[config.mk]
export PLATFORM = sky130hd
export DESIGN_NAME = uart_idle_timeout_framer_core
export DESIGN_NICKNAME = d
export VERILOG_FILES = /design/src/sv/uitf_pkg.sv /design/src/sv/uitf_ram.sv /design/src/sv/uitf_front.sv /design/src/sv/uitf_fifo.sv /design/src/sv/uitf_back.sv /design/src/sv/uart_idle_timeout_framer_core.sv
export SDC_FILE = /design/constraint.sdc
export NUM_CORES = 1
export LEC_CHECK = 0
export ABC_AREA = 1
export BUFFER_PORTS_ARGS = -buffer_cell sky130_fd_sc_hd__clkbuf_2
export CAP_MARGIN = 30
export CELL_PAD_IN_SITES_DETAIL_PLACEMENT = 1
export CELL_PAD_IN_SITES_GLOBAL_PLACEMENT = 1
export CORE_ASPECT_RATIO = 0.75
export CORE_MARGIN = 1.5
export CORE_UTILIZATION = 35
export DETAILED_ROUTE_END_ITERATION = 10
export GPL_ROUTABILITY_DRIVEN = 0
export PLACE_DENSITY_LB_ADDON = 0.1
export SLEW_MARGIN = 20
export SYNTH_ARGS = -nofsm -noshare
export SYNTH_HDL_FRONTEND = slang
export SYNTH_HIERARCHICAL = 1
export SYNTH_SLANG_ARGS = --single-unit
[constraint.sdc]
create_clock -name clk_i -period 3 [get_ports clk_i]
set_input_delay 0.3 -clock clk_i [delete_from_list [all_inputs] [get_ports clk_i]]
set_output_delay 0.3 -clock clk_i [all_outputs]
set_load 0.05 [all_outputs]
[src/sv/uitf_pkg.sv]
// Package for the UART idle-timeout framer: shared types, codes and constants.
// No dependencies.
`timescale 1ns / 1ps

package uitf_pkg;

  localparam int unsigned BUFFER_SIZE_DEF = 64;
  localparam int unsigned LEN_W           = 6;
  localparam int unsigned BYTE_W          = 8;
  localparam int unsigned TICK_W          = 8;

  localparam int unsigned APB_AW          = 2;
  localparam int unsigned APB_DW          = 32;
  localparam logic [APB_AW-1:0] REG_IDLE_TIMEOUT_ADDR = 2'd0;
  localparam logic [TICK_W-1:0] IDLE_TIMEOUT_RST      = 8'd10;

  localparam int unsigned QUEUE_DEPTH = 2;
  localparam int unsigned QUEUE_PW    = $clog2(QUEUE_DEPTH);
  localparam int unsigned QUEUE_CW    = $clog2(QUEUE_DEPTH + 1);

  typedef enum logic {
    OP_BYTE = 1'b0,
    OP_TICK = 1'b1
  } op_e;

  typedef enum logic [1:0] {
    BK_IDLE,
    BK_READ,
    BK_SEND
  } back_state_e;

  // closed frame waiting for readout
  typedef struct packed {
    logic             bank;
    logic [LEN_W-1:0] len;
    logic             full;
  } frame_desc_t;

  // back side hands a buffer bank back to the front side
  typedef struct packed {
    logic valid;
    logic bank;
  } bank_release_t;

endpackage

[src/sv/uitf_ram.sv]
// Generic single-write, single-read RAM with registered read data.
// No dependencies.
`timescale 1ns / 1ps

module uitf_ram #(
  parameter int unsigned WIDTH = 8,
  parameter int unsigned DEPTH = 128
) (
  input  logic                     clk_i,
  input  logic                     we_i,
  input  logic [$clog2(DEPTH)-1:0] waddr_i,
  input  logic [WIDTH-1:0]         wdata_i,
  input  logic                     re_i,
  input  logic [$clog2(DEPTH)-1:0] raddr_i,
  output logic [WIDTH-1:0]         rdata_o
);

  logic [WIDTH-1:0] mem_q [DEPTH];
  logic [WIDTH-1:0] rdata_q;

  always_ff @(posedge clk_i) begin
    if (we_i) begin
      mem_q[waddr_i] <= wdata_i;
    end
    if (re_i) begin
      rdata_q <= mem_q[raddr_i];
    end
  end

  assign rdata_o = rdata_q;

endmodule

[src/sv/uitf_front.sv]
// Front side: accepts bytes and ticks, fills the frame buffer, closes frames.
// Depends on uitf_pkg.
`timescale 1ns / 1ps

module uitf_front #(
  parameter int unsigned BUFFER_SIZE = uitf_pkg::BUFFER_SIZE_DEF
) (
  input  logic                                  clk_i,
  input  logic                                  rst_ni,
  input  logic                                  in_valid_i,
  output logic                                  in_ready_o,
  input  logic                                  operation_i,
  input  logic [uitf_pkg::BYTE_W-1:0]           rx_byte_i,
  input  logic [uitf_pkg::TICK_W-1:0]           idle_timeout_i,
  output logic                                  ram_we_o,
  output logic [$clog2(BUFFER_SIZE):0]          ram_waddr_o,
  output logic [uitf_pkg::BYTE_W-1:0]           ram_wdata_o,
  output logic                                  push_o,
  output uitf_pkg::frame_desc_t                 desc_o,
  input  uitf_pkg::bank_release_t               rel_i
);

  import uitf_pkg::*;

  localparam int unsigned IW = $clog2(BUFFER_SIZE);
  localparam logic [LEN_W-1:0] FULL_LEVEL = LEN_W'(BUFFER_SIZE - 1);

  logic [LEN_W-1:0]  fill_q, fill_d, fill_inc;
  logic              open_q, open_d;
  logic [TICK_W-1:0] idle_q, idle_d, idle_inc;
  logic              bank_q, bank_d;
  logic [1:0]        busy_q, busy_d;
  logic              accept, close;

  always_ff @(posedge clk_i or negedge rst_ni) begin
    if (!rst_ni) begin
      fill_q <= '0;
      open_q <= 1'b0;
      idle_q <= '0;
      bank_q <= 1'b0;
      busy_q <= '0;
    end else begin
      fill_q <= fill_d;
      open_q <= open_d;
      idle_q <= idle_d;
      bank_q <= bank_d;
      busy_q <= busy_d;
    end
  end

  assign in_ready_o  = !busy_q[bank_q];
  assign accept      = in_valid_i && in_ready_o;
  assign fill_inc    = fill_q + LEN_W'(1);
  assign idle_inc    = (idle_q == '1) ? idle_q : idle_q + TICK_W'(1);
  assign ram_waddr_o = {bank_q, fill_q[IW-1:0]};
  assign ram_wdata_o = rx_byte_i;

  always_comb begin
    fill_d      = fill_q;
    open_d      = open_q;
    idle_d      = idle_q;
    bank_d      = bank_q;
    busy_d      = busy_q;
    ram_we_o    = 1'b0;
    close       = 1'b0;
    desc_o.bank = bank_q;
    desc_o.len  = fill_q;
    desc_o.full = 1'b0;

    if (accept) begin
      if (operation_i == OP_BYTE) begin
        ram_we_o = 1'b1;
        open_d   = 1'b1;
        idle_d   = '0;
        fill_d   = fill_inc;
        if (fill_inc >= FULL_LEVEL) begin
          close       = 1'b1;
          desc_o.len  = fill_inc;
          desc_o.full = 1'b1;
        end
      end else if (open_q) begin
        idle_d = idle_inc;
        if (idle_inc > idle_timeout_i) begin
          close = 1'b1;
        end
      end
    end

    if (rel_i.valid) begin
      busy_d[rel_i.bank] = 1'b0;
    end

    if (close) begin
      fill_d         = '0;
      open_d         = 1'b0;
      idle_d         = '0;
      busy_d[bank_q] = 1'b1;
      bank_d         = !bank_q;
    end
  end

  assign push_o = close;

endmodule

[src/sv/uitf_fifo.sv]
// Short queue of closed-frame descriptors between front and back sides.
// Depends on uitf_pkg.
`timescale 1ns / 1ps

module uitf_fifo (
  input  logic                  clk_i,
  input  logic                  rst_ni,
  input  logic                  push_i,
  input  uitf_pkg::frame_desc_t desc_i,
  input  logic                  pop_i,
  output uitf_pkg::frame_desc_t desc_o,
  output logic                  empty_o
);

  import uitf_pkg::*;

  frame_desc_t         slot_q [QUEUE_DEPTH];
  logic [QUEUE_PW-1:0] wptr_q, rptr_q;
  logic [QUEUE_CW-1:0] count_q;

  always_ff @(posedge clk_i or negedge rst_ni) begin
    if (!rst_ni) begin
      wptr_q  <= '0;
      rptr_q  <= '0;
      count_q <= '0;
    end else begin
      if (push_i) begin
        wptr_q <= wptr_q + QUEUE_PW'(1);
      end
      if (pop_i) begin
        rptr_q <= rptr_q + QUEUE_PW'(1);
      end
      if (push_i && !pop_i) begin
        count_q <= count_q + QUEUE_CW'(1);
      end else if (!push_i && pop_i) begin
        count_q <= count_q - QUEUE_CW'(1);
      end
    end
  end

  always_ff @(posedge clk_i) begin
    if (push_i) begin
      slot_q[wptr_q] <= desc_i;
    end
  end

  assign desc_o  = slot_q[rptr_q];
  assign empty_o = (count_q == '0);

endmodule

[src/sv/uitf_back.sv]
// Back side: reads a closed frame out of the buffer and sends it byte by byte.
// Depends on uitf_pkg.
`timescale 1ns / 1ps

module uitf_back #(
  parameter int unsigned BUFFER_SIZE = uitf_pkg::BUFFER_SIZE_DEF
) (
  input  logic                           clk_i,
  input  logic                           rst_ni,
  input  logic                           empty_i,
  input  uitf_pkg::frame_desc_t          desc_i,
  output logic                           pop_o,
  output logic                           ram_re_o,
  output logic [$clog2(BUFFER_SIZE):0]   ram_raddr_o,
  input  logic [uitf_pkg::BYTE_W-1:0]    ram_rdata_i,
  output uitf_pkg::bank_release_t        rel_o,
  output logic                           out_valid_o,
  input  logic                           out_ready_i,
  output logic [uitf_pkg::BYTE_W-1:0]    data_byte_o,
  output logic                           last_o,
  output logic                           closed_by_full_o,
  output logic [uitf_pkg::LEN_W-1:0]     frame_length_o
);

  import uitf_pkg::*;

  localparam int unsigned IW = $clog2(BUFFER_SIZE);

  back_state_e      state_q, state_d;
  frame_desc_t      desc_q, desc_d;
  logic [LEN_W-1:0] idx_q, idx_d;
  logic             is_last;

  always_ff @(posedge clk_i or negedge rst_ni) begin
    if (!rst_ni) begin
      state_q <= BK_IDLE;
    end else begin
      state_q <= state_d;
    end
  end

  always_ff @(posedge clk_i) begin
    desc_q <= desc_d;
    idx_q  <= idx_d;
  end

  assign is_last = (idx_q == desc_q.len - LEN_W'(1));

  always_comb begin
    state_d     = state_q;
    desc_d      = desc_q;
    idx_d       = idx_q;
    pop_o       = 1'b0;
    ram_re_o    = 1'b0;
    rel_o       = '0;
    out_valid_o = 1'b0;
    case (state_q)
      BK_IDLE: begin
        if (!empty_i) begin
          pop_o   = 1'b1;
          desc_d  = desc_i;
          idx_d   = '0;
          state_d = BK_READ;
        end
      end
      BK_READ: begin
        ram_re_o = 1'b1;
        state_d  = BK_SEND;
      end
      BK_SEND: begin
        out_valid_o = 1'b1;
        if (out_ready_i) begin
          if (is_last) begin
            rel_o.valid = 1'b1;
            rel_o.bank  = desc_q.bank;
            state_d     = BK_IDLE;
          end else begin
            idx_d   = idx_q + LEN_W'(1);
            state_d = BK_READ;
          end
        end
      end
      default: begin
        state_d = BK_IDLE;
      end
    endcase
  end

  assign ram_raddr_o      = {desc_q.bank, idx_q[IW-1:0]};
  assign data_byte_o      = ram_rdata_i;
  assign last_o           = is_last;
  assign closed_by_full_o = desc_q.full;
  assign frame_length_o   = desc_q.len;

endmodule

[src/sv/uart_idle_timeout_framer_core.sv]
// Top level of the UART idle-timeout framer: config register, buffer RAM,
// front side, descriptor queue and back side. Depends on uitf_pkg and all uitf_* modules.
`timescale 1ns / 1ps

// Usage
//   Input channel (in_valid_i/in_ready_o): operation_i = 0 carries a received
//   byte in rx_byte_i, operation_i = 1 is a millisecond tick. One transfer per
//   cycle is taken while the buffer bank being filled is free.
//   Output channel (out_valid_o/out_ready_i): one transfer per frame byte,
//   with last_o, closed_by_full_o and frame_length_o.
//   The buffer RAM has two banks: one fills while the other is read out.
//   in_ready_o drops only when both banks hold closed frames not yet sent.
//   When the back side is idle, the first byte of a frame becomes valid after
//   the descriptor queue entry, the BK_IDLE pop and the BK_READ RAM read.
//   Each byte is read out by a RAM read in BK_READ and then sent in BK_SEND;
//   the back side takes the next frame only after the last byte is sent.
//   A stalled receiver holds the current byte; the front keeps filling the
//   other bank meanwhile.
//   Reset clears the frame state and sets idle_timeout to 10; the RAM is not
//   cleared. idle_timeout is at APB address 0.

module uart_idle_timeout_framer_core #(
  parameter int unsigned BUFFER_SIZE = uitf_pkg::BUFFER_SIZE_DEF
) (
  input  logic                          clk_i,
  input  logic                          rst_ni,
  input  logic                          psel,
  input  logic                          penable,
  input  logic                          pwrite,
  input  logic [uitf_pkg::APB_AW-1:0]   paddr,
  input  logic [uitf_pkg::APB_DW-1:0]   pwdata,
  output logic [uitf_pkg::APB_DW-1:0]   prdata,
  output logic                          pready,
  input  logic                          in_valid_i,
  output logic                          in_ready_o,
  input  logic                          operation_i,
  input  logic [uitf_pkg::BYTE_W-1:0]   rx_byte_i,
  output logic                          out_valid_o,
  input  logic                          out_ready_i,
  output logic [uitf_pkg::BYTE_W-1:0]   data_byte_o,
  output logic                          last_o,
  output logic                          closed_by_full_o,
  output logic [uitf_pkg::LEN_W-1:0]    frame_length_o
);

  import uitf_pkg::*;

  localparam int unsigned AW        = $clog2(BUFFER_SIZE) + 1;
  localparam int unsigned RAM_DEPTH = 2 ** AW;

  logic [TICK_W-1:0] timeout_q;
  logic              cfg_wr;

  logic              ram_we, ram_re;
  logic [AW-1:0]     ram_waddr, ram_raddr;
  logic [BYTE_W-1:0] ram_wdata, ram_rdata;
  logic              push, pop, empty;
  frame_desc_t       desc_in, desc_out;
  bank_release_t     rel;

  assign pready = 1'b1;
  assign cfg_wr = psel && penable && pwrite && (paddr == REG_IDLE_TIMEOUT_ADDR);
  assign prdata = (paddr == REG_IDLE_TIMEOUT_ADDR) ? APB_DW'(timeout_q) : '0;

  always_ff @(posedge clk_i or negedge rst_ni) begin
    if (!rst_ni) begin
      timeout_q <= IDLE_TIMEOUT_RST;
    end else if (cfg_wr) begin
      timeout_q <= pwdata[TICK_W-1:0];
    end
  end

  uitf_ram #(
    .WIDTH (BYTE_W),
    .DEPTH (RAM_DEPTH)
  ) u_ram (
    .clk_i   (clk_i),
    .we_i    (ram_we),
    .waddr_i (ram_waddr),
    .wdata_i (ram_wdata),
    .re_i    (ram_re),
    .raddr_i (ram_raddr),
    .rdata_o (ram_rdata)
  );

  uitf_front #(
    .BUFFER_SIZE (BUFFER_SIZE)
  ) u_front (
    .clk_i          (clk_i),
    .rst_ni         (rst_ni),
    .in_valid_i     (in_valid_i),
    .in_ready_o     (in_ready_o),
    .operation_i    (operation_i),
    .rx_byte_i      (rx_byte_i),
    .idle_timeout_i (timeout_q),
    .ram_we_o       (ram_we),
    .ram_waddr_o    (ram_waddr),
    .ram_wdata_o    (ram_wdata),
    .push_o         (push),
    .desc_o         (desc_in),
    .rel_i          (rel)
  );

  uitf_fifo u_fifo (
    .clk_i   (clk_i),
    .rst_ni  (rst_ni),
    .push_i  (push),
    .desc_i  (desc_in),
    .pop_i   (pop),
    .desc_o  (desc_out),
    .empty_o (empty)
  );

  uitf_back #(
    .BUFFER_SIZE (BUFFER_SIZE)
  ) u_back (
    .clk_i            (clk_i),
    .rst_ni           (rst_ni),
    .empty_i          (empty),
    .desc_i           (desc_out),
    .pop_o            (pop),
    .ram_re_o         (ram_re),
    .ram_raddr_o      (ram_raddr),
    .ram_rdata_i      (ram_rdata),
    .rel_o            (rel),
    .out_valid_o      (out_valid_o),
    .out_ready_i      (out_ready_i),
    .data_byte_o      (data_byte_o),
    .last_o           (last_o),
    .closed_by_full_o (closed_by_full_o),
    .frame_length_o   (frame_length_o)
  );

endmodule
==> results of run 1 <==
-- stage by stage --
stage	setup TNS, ns	instances	utilization (%)	hold slack [ns]	area, um^2
after floorplan	0	4061	-	0.00441	46200
after global placement	0	5852	37.8	0.468	49500
after detailed placement	0	5852	37.8	0.470	49500
after CTS	0	6091	40.8	0.0115	53400
after global routing	-0.469	6094	40.8	0.0226	53500
final	0	6094	40.8	0.0227	53500
-- timing repair --
action                                  in CTS  in global routing
endpoints found under the setup margin       1                 29
endpoints found under the hold margin       51                  7
buffers inserted                             1                  0
gates resized for setup                      2                  5
hold buffers                                29                  1
gates cloned                                 2                  1
pin swaps                                    0                  1
-- cell usage in the layout (no fill, tap or decap), drive strengths merged, types with 2 or more instances in the layout --
cell type / netlist / final
nand2: 1341 / 1341
edfxtp: 1062 / 1062
nand3: 962 / 962
buf: 242 / 271
clkbuf: 36 / 185
nor2: 178 / 178
inv: 104 / 105
clkinv: 0 / 53
dlygate4sd3: 0 / 30
dfrtp: 30 / 30
conb: 2 / 25
o21ai: 15 / 15
ha: 14 / 14
nor3: 11 / 11
bufinv: 0 / 8
mux2: 8 / 8
nand4: 8 / 8
a21oi: 6 / 6
clkinvlp: 0 / 5
xor2: 5 / 5
o22ai: 4 / 4
bufbuf: 0 / 2
dfstp: 2 / 2
xnor2: 2 / 2
a21o: 2 / 2
-- report_power, final --
group          switching (mW)  internal (mW)  total, mW
Sequential              0.427           17.3       17.7
Clock                    6.15           7.72       13.9
Combinational            13.0           5.15       18.2
Total                    19.6           30.1       49.7
-- cell type report --
type,count,share of cell area [%]
flip-flops and latches,1094,61.1
multi-input cells,2585,21.4
repair buffers,347,5.88
clock buffers,141,5.56
well taps,1755,4.11
clock inverters,67,1.15
inverters,104,0.791
diodes,1,0.00468
-- state kept, by name (all words and copies together), names as in the netlist --
name	flops
timeout_q	8
u_back/closed_by_full_o	1
u_back/frame_length_o	6
u_back/idx_q	6
u_back/ram_raddr_o	1
u_back/state_q	2
u_fifo/count_q	2
u_fifo/rptr_q	1
u_fifo/slot_q	16
u_fifo/wptr_q	1
u_front/bank_q	1
u_front/busy_q	2
u_front/fill_q	6
u_front/idle_q	8
u_front/open_q	1
u_ram/mem_q	1024
u_ram/rdata_o	8
-- kinds of logic (layout without fill, tap and decap cells) --
family | Yosys count | count (layout) | synth area share [%]
muxes | 8 | 8 | 0.260
AOI/OAI and AO/OA | 28 | 28 | 0.339
buffers and inverters | 382 | 659 | 4.53
adders and majority gates | 14 | 14 | 0.380
other | 2 | 26 | 0.0163
DFF | 1094 | 1094 | 70.9
and+or+nand+nor | 2503 | 2503 | 23.4
xor gates and xnor gates | 7 | 7 | 0.133
-- worst min path at each step --
stage               depth (start not counted)    startpoint                 end
floorplan                                   0        rst_ni        timeout_q[0]
global placement                            2  timeout_q[3]        timeout_q[3]
detailed placement                          2  timeout_q[1]        timeout_q[1]
CTS                                         1  rx_byte_i[1]  u_ram/mem_q[14][1]
global route                                1  rx_byte_i[1]  u_ram/mem_q[14][1]
finish                                      1  rx_byte_i[1]  u_ram/mem_q[14][1]
-- worst max-delay path, stage by stage, from the launching register on --
cell and delay, ns:
dfrtp_1 0.36, ha_1 0.18, nand2_1 0.06, inv_1 0.07, nand2_1 0.10, nor2_4 0.20, nand3_4 0.14, nand2_1 0.09
o21ai_1 0.08, ha_1 0.30, nand2_1 0.06, nor2_1 0.10, and2_1 0.13, nor2_1 0.05, nand2_2 0.11, nand2_4 0.08
ha_1 0.33, inv_1 0.08, nand3_1 0.08, nand2_1 0.07, nand2_1 0.05
-- metal layers --
layer | global-route usage, % | up-vias
met5 | 0 | -
met4 | 4.29 | 0
met3 | 3.35 | 161
met2 | 32.0 | 551
met1 | 32.1 | 15600
li1 | - | 14400
==> impl_results.md, run 1 <==
* Io pins at approximately 100
* Root buffer cell: clkbuf_16
* Critical path endpoint category: register
* Share of layout cells above drive strength 1 at between 10% and 20%
* Peak VDD IR at just over 0.7 mV
* Design Power at roughly 50 mW
* Total number of vias at approximately 31000
* Slew Limit Headroom at between 30% and 40%
* Starting DRT DRC Count at 2217
* Initial antenna violation count at 5
* Drc violations at 0
* Cell taking the most area after synthesis: edfxtp_1
* First-pass GRT wire length at roughly 210000 um
* Initial Utilization at between 30% and 40%
* EDFF count, synth at roughly 1100
* Pwr/cell area at 930 nW/um^2
* Skew-Pair Late Insertion Delay at between 0.7 and 0.8 ns
* Pre-CTS setup slack at just over 0.08 ns
* CTS tree: yes
* Top_reg_cell synth: edfxtp_1
* Max FO, Critical Path at 8
* Crit path DAT at ~3.5 ns
* CTS Buf Count at approximately 110
* Final WS setup at around 0.17 ns
* Synth Register Bits at ~1100
* Syn Area/Cell at ~11 um^2
* RSZ-0062 raised after global routing: true
* Fmax at about 0.35 GHz
* Overall global routing resource usage at between 20% and 30%
* Clock transition at path regs at 0.06 ns
* Core Region at around 130000 um^2
* Period utilisation layout at between 90% and 100%
* Synth area leaders: edfxtp_1, nand2_1, nand3_1, dfrtp_1, buf_4
* Worst Hold Class: in2reg
* Slew @ Worst Pin at 0.908 ns
* Synth Instances at around 4000
* Die X at approximately 420 um
* Vias in the first global route at slightly above 30000
* Clock skew at 0.0276 ns
* Final Critical Period at approximately 2.8 ns
* DP HPWL at 85700 um
* Critical path origin: u_front/idle_q[0]
* Status: finished, final reports clean
* Worst reg-to-reg path cell count at 20
* Pre-antenna DRT Iters at 5
* Yosys cell types at 41
* H-tree depth at 3
* DIE AREA at about 130000 um^2
* Ys async rst share at under 10%
* R2R Setup Slk at 0.17 ns
* CP Class: reg2reg
* MaxCap Viol Count at 0
* Die Y at ~320 um
* Pleak at approximately 20 nW
* Setup violations, final at 0
* Nets at roughly 4300
* Clock Tree Buf Depth at 3
* YS warnings at 6
* Met3 WL post-DR at ~6900 um
* Synth top cells by count: nand2_1, edfxtp_1, nand3_1
* Worst Setup Start Kind: register
* DR WL met2 at 62100 um
* Antenna-violating nets left at 0
* Largest net degree at the start of global routing at 85
* CP Capture Point: u_fifo/count_q[1]
* Post-Syn Area at about 46000 um^2
* FF-to-FF Start: u_front/idle_q[0]
* Critical path required time at around 3.6 ns
* Vias per inst at roughly 5
* IO Port Bufs at slightly above 50
* Fillers at 14100
* Fin. max-slew vios at 0
* Rows at ~120
* Top-area cell type share of the netlist area at approximately 69%
* Area of the multi-input gates at between 10000 and 15000 um^2
* Highest metal used: met4
* Grt total ovfl at 0
* Hold Fails Final Rpt at 0
* Synth-to-Final Area Change at 16.0%
* Wl on met1 at between 70000 and 80000 um
* Register area at 32700 um^2
* Cell with the most instances after synthesis: nand2_1
* WL per Instance at 23.2 um
* RR Endpoint: u_fifo/count_q[1]
* Post-synthesis sequential area ratio at between 70 and 80%
* # clock sinks at between 1000 and 1500
* Total Wirelength at between 100000 and 150000 um
(Power assumes the default switching activity.)
==> run 2, diff against run 1 <==
Settings changed: GPL_TIMING_DRIVEN set to 0, SLEW_MARGIN 20 to unset.
==> run 2 against run 1 <==
Compared with the run above:
- the run now ends with negative setup slack left
- combinational power rose by 16%
- critical path depth fell by 16
- via count rose by 6.6%
- global-route usage rose by 4.6 points
- clock skew rose by 0.0040 ns
- maximum frequency fell by 7.9%
- critical path type unchanged
- critical endpoint is now u_ram/mem_q[119][2]
- largest cell class unchanged
- largest power group unchanged
==> impl_results.md, run 2 (synthesis results as in run 1) <==
* Root buffer cell: clkbuf_16
* Critical path's slowest cell: nor2_1
* Pre-antenna DRT Iters at 5 (unchanged)
* First-pass GRT wire length at 242000 um (+15%)
* Vias in the first global route at 31300 (+0.95%)
* Fin area at 54300 um^2 (+1.6%)
* Critical path required time at 3.36 ns (-0.26 ns)
* Total Wirelength at 174000 um (+23%)
* Dpl cell area at 49500 um^2 (about the same)
* Rows at 115 (unchanged)
* Slew @ Worst Pin at 1.03 ns (+0.118 ns)
* Fillers at 14000 (-0.44%)
* Clock skew at 0.0316 ns (+0.00404 ns)
* Worst Setup Start Kind: register
* Clock transition at path regs at 0.06 ns (about the same)
* Vias per inst at 5.28 (+4.6%)
* Failing checks: negative setup slack
* Crit path DAT at 3.44 ns (about the same)
* Grt total ovfl at 0 (unchanged)
* Overall global routing resource usage at 25.8% (+4.6 points)
* DP HPWL at 123000 um (+43%)
* Design Power at 53.0 mW (+6.6%)
* Clock Tree Buf Depth at 3 (unchanged)
* CTS tree: yes
* Antenna-violating nets left at 0 (unchanged)
* CTS Buf Count at 115 (+0.88%)
* Fin Setup TNS at -0.636 ns (-0.636 ns)
* MaxCap Viol Count at 0 (unchanged)
* Largest reg by FF count: u_ram/mem_q
* Critical path endpoint category: register
* Starting DRT DRC Count at 3568 (+61%)
* Pre-CTS setup slack at -0.847 ns (-0.929 ns)
* # clock sinks at 1094 (unchanged)
* Most common cell after layout, fill and taps aside: nand2_1
* Period utilisation layout at 103% (+8.1 points)
* Biggest regs: u_ram/mem_q (1024), u_fifo/slot_q (16)
* Io pins at 101 (unchanged)
* Hold Fails Final Rpt at 0 (unchanged)
* Setup violations, final at 15 (+15)
* Critical-path cell list: inv_1 -> nor2_1 -> nand2_1 -> nor2_1
* Status: complete, but fails checks
* Die X at 422 um (unchanged)
* Share of layout cells above drive strength 1 at 15.8% (+3.6 points)
* Fmax at 0.325 GHz (-7.9%)
* Final Critical Period at 3.08 ns (+0.243 ns)
* Max FO, Critical Path at 9 (+1)
* Delay-heaviest family, CP: simple AND/OR/NAND/NOR gates
* Skew-Pair Late Insertion Delay at 0.76 ns (about the same)
* Fin. max-slew vios at 0 (unchanged)
* Die Y at 317 um (unchanged)
* Largest net degree at the start of global routing at 96 (+13%)
* Initial Utilization at 35.2% (unchanged)
* Pleak at 20.0 nW (+1.4%)
* Peak VDD IR at 0.602 mV (-15%)
* Slew Limit Headroom at 31.3% (-8.1 points)
* Worst Hold Class: in2reg
* Final Util at 41.5% (+0.66 points)
* IO Port Bufs at 43 (-16%)
* CP peak stage delay at 0.96 ns (+0.60 ns)
* Nets at 4411 (+2.3%)
* Synth-to-Final Area Change at 17.9%
* WP buf/inv at 1 (-1)
* CP Class: reg2reg
* Core Region at 131000 um^2 (unchanged)
* WL per Instance at 28.0 um (+20%)
* Final WS setup at -0.0759 ns (-0.243 ns)
* Most frequent CP cell: nor2_1
* Drc violations at 0 (unchanged)
* DIE AREA at 134000 um^2 (unchanged)
* Initial antenna violation count at 7 (+2)
* RSZ-0062 raised after global routing: true
* H-tree depth at 3 (unchanged)
* Pwr/cell area at 976 nW/um^2 (+4.9%)
* Total number of vias at 32800 (+6.6%)
* Largest register FFs at 1024 (unchanged)
* Most frequent cells in the layout: nand2_1, edfxtp_1, nand3_1
run 2: cell types whose count changed in the layout (fill, tap and decap cells not counted), sizes merged:
cell and change:
dlygate4sd3 +4, clkinv +5, clkbuf +49, clkinvlp -4, diode +3, bufbuf -2, inv +3, bufinv +1
buf +54
run 2: per-layer routing:
metal | vias to the layer above | GRT usage (%) | routed length [um]
met5 | - | 0 | 40
met4 | 6 | 5.67 | 3610
met3 | 212 | 5.32 | 14100
met2 | 1131 | 36.7 | 71900
met1 | 16800 | 40.0 | 83900
li1 | 14700 | - | -
run 2: layout make-up:
type	count	area [um^2]	share of cell area (%)
sequential	1094	32700	60.2
multi-input combinational	2585	12000	22.0
clock buffer	146	3060	5.62
tap	1755	2200	4.04
buffer	278	1810	3.34
timing repair buffer	169	1610	2.97
clock inverter	72	609	1.12
inverter	104	400	0.737
antenna	4	10.0	0.0184
run 2: worst reg2reg max path: cells and delay by family (launching register included):
family | cells | cell delay (ns)
buf+inv | 1 | 0.09
simple gates | 3 | 2.03
flops | 1 | 0.59
run 2: power breakdown:
group          switching, mW  internal (mW)  total [mW]
registers              0.396           17.3        17.7
clock network           6.21           7.96        14.2
logic                   15.9           5.32        21.2
run 2: repair_timing:
| item | 4_1_cts | 5_1_grt |
|---|---|---|
| pin swaps | 3 | 10 |
| resized for setup | 140 | 69 |
| hold buffers | 33 | 1 |
| setup buffers | 3 | 16 |
| endpoints found under the hold margin | 174 | 1 |
| endpoints found under the setup margin | 851 | 339 |
run 2: worst paths after layout:
path | endpoint | depth (start not counted) | slack [ns] | from
max reg2reg | u_ram/mem_q[119][2] | 4 | -0.08 | u_front/fill_q[4]
max | u_ram/mem_q[119][2] | 4 | -0.08 | u_front/fill_q[4]
min in group asynchronous | timeout_q[2] | 3 | 0.42 | rst_ni
max in group asynchronous | timeout_q[3] | 4 | 2.15 | rst_ni
min | u_ram/mem_q[30][1] | 1 | 0.03 | rx_byte_i[1]
min reg2reg | u_fifo/count_q[1] | 2 | 0.51 | u_fifo/count_q[1]
run 2: through the flow:
stage               instances  hold WS, ns
floorplan                4061      0.00441
global placement         5859        0.463
detailed placement       5926        0.469
CTS                      6180     0.000162
global route             6203       0.0341
finish                   6207       0.0265
==> run 3, diff against run 2 <==
Settings changed: CORE_ASPECT_RATIO 0.75 to unset, SYNTH_HIERARCHICAL 1 to unset.
==> run 3 against run 2 <==
Compared with the run above:
- the flow still finishes with violations (negative setup slack)
- register-to-register slack better by 0.07 ns
- combinational power about the same
- sequential cell count did not move
- maximum frequency is 2.2% higher
- critical path type unchanged
- critical endpoint is now u_ram.rdata_o[2]
- largest cell class unchanged
==> impl_results.md, run 3 <==
* Crit path DAT at 3.60 ns (+0.16 ns)
* CTS Buf Count at 130 (+13%)
* Slew @ Worst Pin at 1.05 ns (+0.0267 ns)
* Most frequent cells in the layout: nand2_1, edfxtp_1, nand3_1
* # clock sinks at 1094 (unchanged)
* Biggest regs: u_ram.mem_q (1024), u_fifo.slot_q (16)
* Worst reg-to-reg path cell count at 9 (+5)
* Critical path's slowest cell: buf_1
* Rows at 133 (+16%)
* Post-Syn Area at 46300 um^2 (+0.47%)
* WL per Instance at 27.7 um (-1.1%)
* FF-to-FF Start: u_back.idx_q[3]
* Post-synthesis sequential area ratio at 70.6% (-0.34 points)
* Pre-antenna DRT Iters at 6 (+1)
* Root buffer cell: clkbuf_16
* Clock share of power at 27.8% (+1.1 points)
* Synth top cells by count: nand2_1, edfxtp_1, nand3_1
* Top-area cell type share of the netlist area at 68.8% (-0.33 points)
* Syn Area/Cell at 10.8 um^2 (-5.8%)
* Largest register FFs at 1024 (unchanged)
* Core Region at 131000 um^2 (+0.40%)
* Top_reg_cell synth: edfxtp_1
* Critical path required time at 3.59 ns (+0.23 ns)
* Multiplexer share of the synthesized area at 0% (-0.26 points)
* Compound-Gate Fraction of Synth Area at 2.68% (+2.3 points)
* H-tree depth at 4 (+1)
* Slew Limit Headroom at 29.1% (-2.3 points)
* Critical path endpoint category: register
* Sequential group share of total power at 32.6% (-0.7 points)
* Synth-to-Final Area Change at 20.1%
* Die X at 367 um (-13%)
* Power Internal at 30.8 mW (+0.71%)
* DP HPWL at 127000 um (+3.0%)
* Drc violations at 0 (unchanged)
* Die Y at 367 um (+16%)
* Clock Tree Buf Depth at 3 (unchanged)
* Simple logic cell fraction of the synthesized area at 21.0% (-2.5 points)
* MaxCap Viol Count at 0 (unchanged)
* Vias in the first global route at 33600 (+7.3%)
* Total Wirelength at 179000 um (+3.1%)
* Gate power share at 39.7% (-0.3 points)
* Period utilisation layout at 100% (-2.2 points)
* Pleak at 21.2 nW (+5.9%)
* CP Class: reg2reg
* Clock transition at path regs at 0.06 ns (about the same)
* Grt total ovfl at 0 (unchanged)
* Synth area leaders: edfxtp_1, nand2_1, nand3_1, nor2_1, inv_1
* Status: complete, but fails checks
* Synth Instances at 4305 (+6.6%)
* Share of layout cells above drive strength 1 at 15.9% (+0.035 points)
* Failing checks: negative setup slack
* Cell taking the most area after synthesis: edfxtp_1
* Most frequent CP cell: nand2_1
* Overall global routing resource usage at 26.5% (+0.75 points)
* RR Endpoint: u_ram.rdata_o[2]
* CP Capture Point: u_ram.rdata_o[2]
* Pwr/cell area at 963 nW/um^2 (-1.2%)
* Io pins at 101 (unchanged)
* First-pass GRT wire length at 251000 um (+3.5%)
* Final Critical Period at 3.01 ns (-0.0654 ns)
* Peak VDD IR at 0.841 mV (+40%)
* Antenna-violating nets left at 0 (unchanged)
* Most common cell after layout, fill and taps aside: nand2_1
* Starting DRT DRC Count at 2900 (-19%)
* Switching power at 22.9 mW (+1.7%)
* Synth Register Bits at 1094 (unchanged)
* Fmax at 0.332 GHz (+2.2%)
* Worst Hold Class: in2reg
* Total number of vias at 33300 (+1.5%)
* Cell with the most instances after synthesis: nand2_1
* Switching share of power at 42.6% (+0.23 points)
* R2R Setup Slk at -0.01 ns (+0.07 ns)
* Fin. max-slew vios at 0 (unchanged)
* Main combinational cell family by area after synthesis: simple AND/OR/NAND/NOR gates
* YS warnings at 0 (-6)
* CTS tree: yes
* Final WS setup at -0.0106 ns (+0.0654 ns)
* IO Port Bufs at 51 (+19%)
* Ys async rst share at 2.93% (unchanged)
* Max FO, Critical Path at 10 (+1)
* Yosys cell types at 38 (-7.3%)
* Worst Setup Start Kind: register
* Clock skew at 0.0377 ns (+0.00608 ns)
* DIE AREA at 135000 um^2 (+0.45%)
* XOR/XNOR Fraction of Synth Area at 0.397% (+0.26 points)
* Largest net degree at the start of global routing at 123 (+28%)
* Nets at 4676 (+6.0%)
* Initial antenna violation count at 3 (-4)
* Critical-path cell list: inv_1 -> clkbuf_1 -> buf_1 -> nand3_1 -> nand2_1 -> nand3_1 -> nand2_1 -> nand2_1 -> nand2_2
* Fin Setup TNS at -0.0106 ns (+0.625 ns)
* Critical path origin: u_back.idx_q[3]
* Setup violations, final at 1 (-14)
* CP peak stage delay at 0.67 ns (-0.29 ns)
* EDFF count, synth at 1062 (unchanged)
* Vias per inst at 5.15 (-2.5%)
* Fraction of the mapped netlist area in adder cells at 0.378% (-0.0018 points)
* Hold Fails Final Rpt at 0 (unchanged)
* Initial Utilization at 35.2% (about the same)
* Largest reg by FF count: u_ram.mem_q
* Skew-Pair Late Insertion Delay at 0.79 ns (+0.03 ns)
* RSZ-0062 raised after global routing: true
* Design Power at 53.6 mW (+1.1%)
run 3: cell count changes after synthesis, moves of 22 or more:
cell	delta
a21oi_1	+77
o211ai_1	+48
nor2_1	+228
inv_1	+199
buf_6	-22
nand3_1	-439
clkbuf_1	+105
buf_2	-55
o21ai_0	+72
buf_4	-57
nand2_1	+117
run 3: stage by stage:
step / setup WS [ns] / hold slack (ns) / util [%] / std cells / instance area, um^2
global placement: -1.15 / 0.462 / 37.2 / 6134 / 48900
floorplan: 0.0179 / 0.00441 / - / 4328 / 46400
detailed placement: -1.15 / 0.462 / 37.7 / 6176 / 49500
CTS: -0.0814 / 0.0189 / 41.9 / 6447 / 55100
global route: -0.167 / 0.0335 / 42.3 / 6464 / 55600
finish: -0.0106 / 0.0165 / 42.3 / 6465 / 55600
run 3: worst min path at each step:
stage,startpoint,end,cells after the start
detailed placement,u_fifo.count_q[1],u_fifo.count_q[1],1
floorplan,rst_ni,timeout_q[0],0
CTS,rx_byte_i[3],u_ram.mem_q[84][3],1
finish,rx_byte_i[3],u_ram.mem_q[84][3],1
global placement,u_fifo.count_q[1],u_fifo.count_q[1],1
global route,rx_byte_i[3],u_ram.mem_q[87][3],1
run 3: layout make-up:
cell class / instances / area, um^2
Tap cell: 1755 / 2200
Multi-Input combinational cell: 2671 / 12500
Fill cell: 14300 / 75800
Sequential cell: 1094 / 32700
Inverter: 303 / 1150
Clock inverter: 59 / 442
Antenna cell: 1 / 2.50
Timing Repair Buffer: 154 / 1600
Clock buffer: 170 / 3470
Buffer: 258 / 1580
run 3: repair_timing:
action                                  CTS  global route
setup buffers                            22            14
hold buffers                             21             1
pin swaps                                14            18
endpoints found under the hold margin    90             1
setup endpoints to repair              1015           469
gates resized for setup                 435           142
cloned                                    0             1
run 3: power groups by stage:
stage	Sequential, mW	Clock [mW]	Combinational [mW]
floorplan	18.1	0	9.67
global placement	17.8	0	19.3
detailed placement	17.7	0	19.7
CTS	17.4	15.1	20.7
global route	17.5	15.6	22.5
finish	17.5	14.9	21.3
run 3: critical path: cells and delay by family, from the launching register on:
family | cells | cell delay [ns]
AND/OR/NAND/NOR | 6 | 0.86
flip-flops | 1 | 0.59
buffers and inverters | 3 | 1.37
run 3: logic make-up (layout without fill, tap and decap cells):
logic type      after synthesis  after routing
fa+ha+maj                    14             14
flops                      1094           1094
simple gates               2390           2390
xor+xnor                     21             21
other cells                   2             26
buf+inv                     563            944
compound gates              221            221
run 3: routing by layer:
metal,vias to the layer above,global-route usage [%],routed length (um)
li1,15100,-,-
met1,17000,35.6,77400
met2,971,42.7,84000
met3,260,4.28,10100
met4,0,10.9,7320
met5,-,0,0
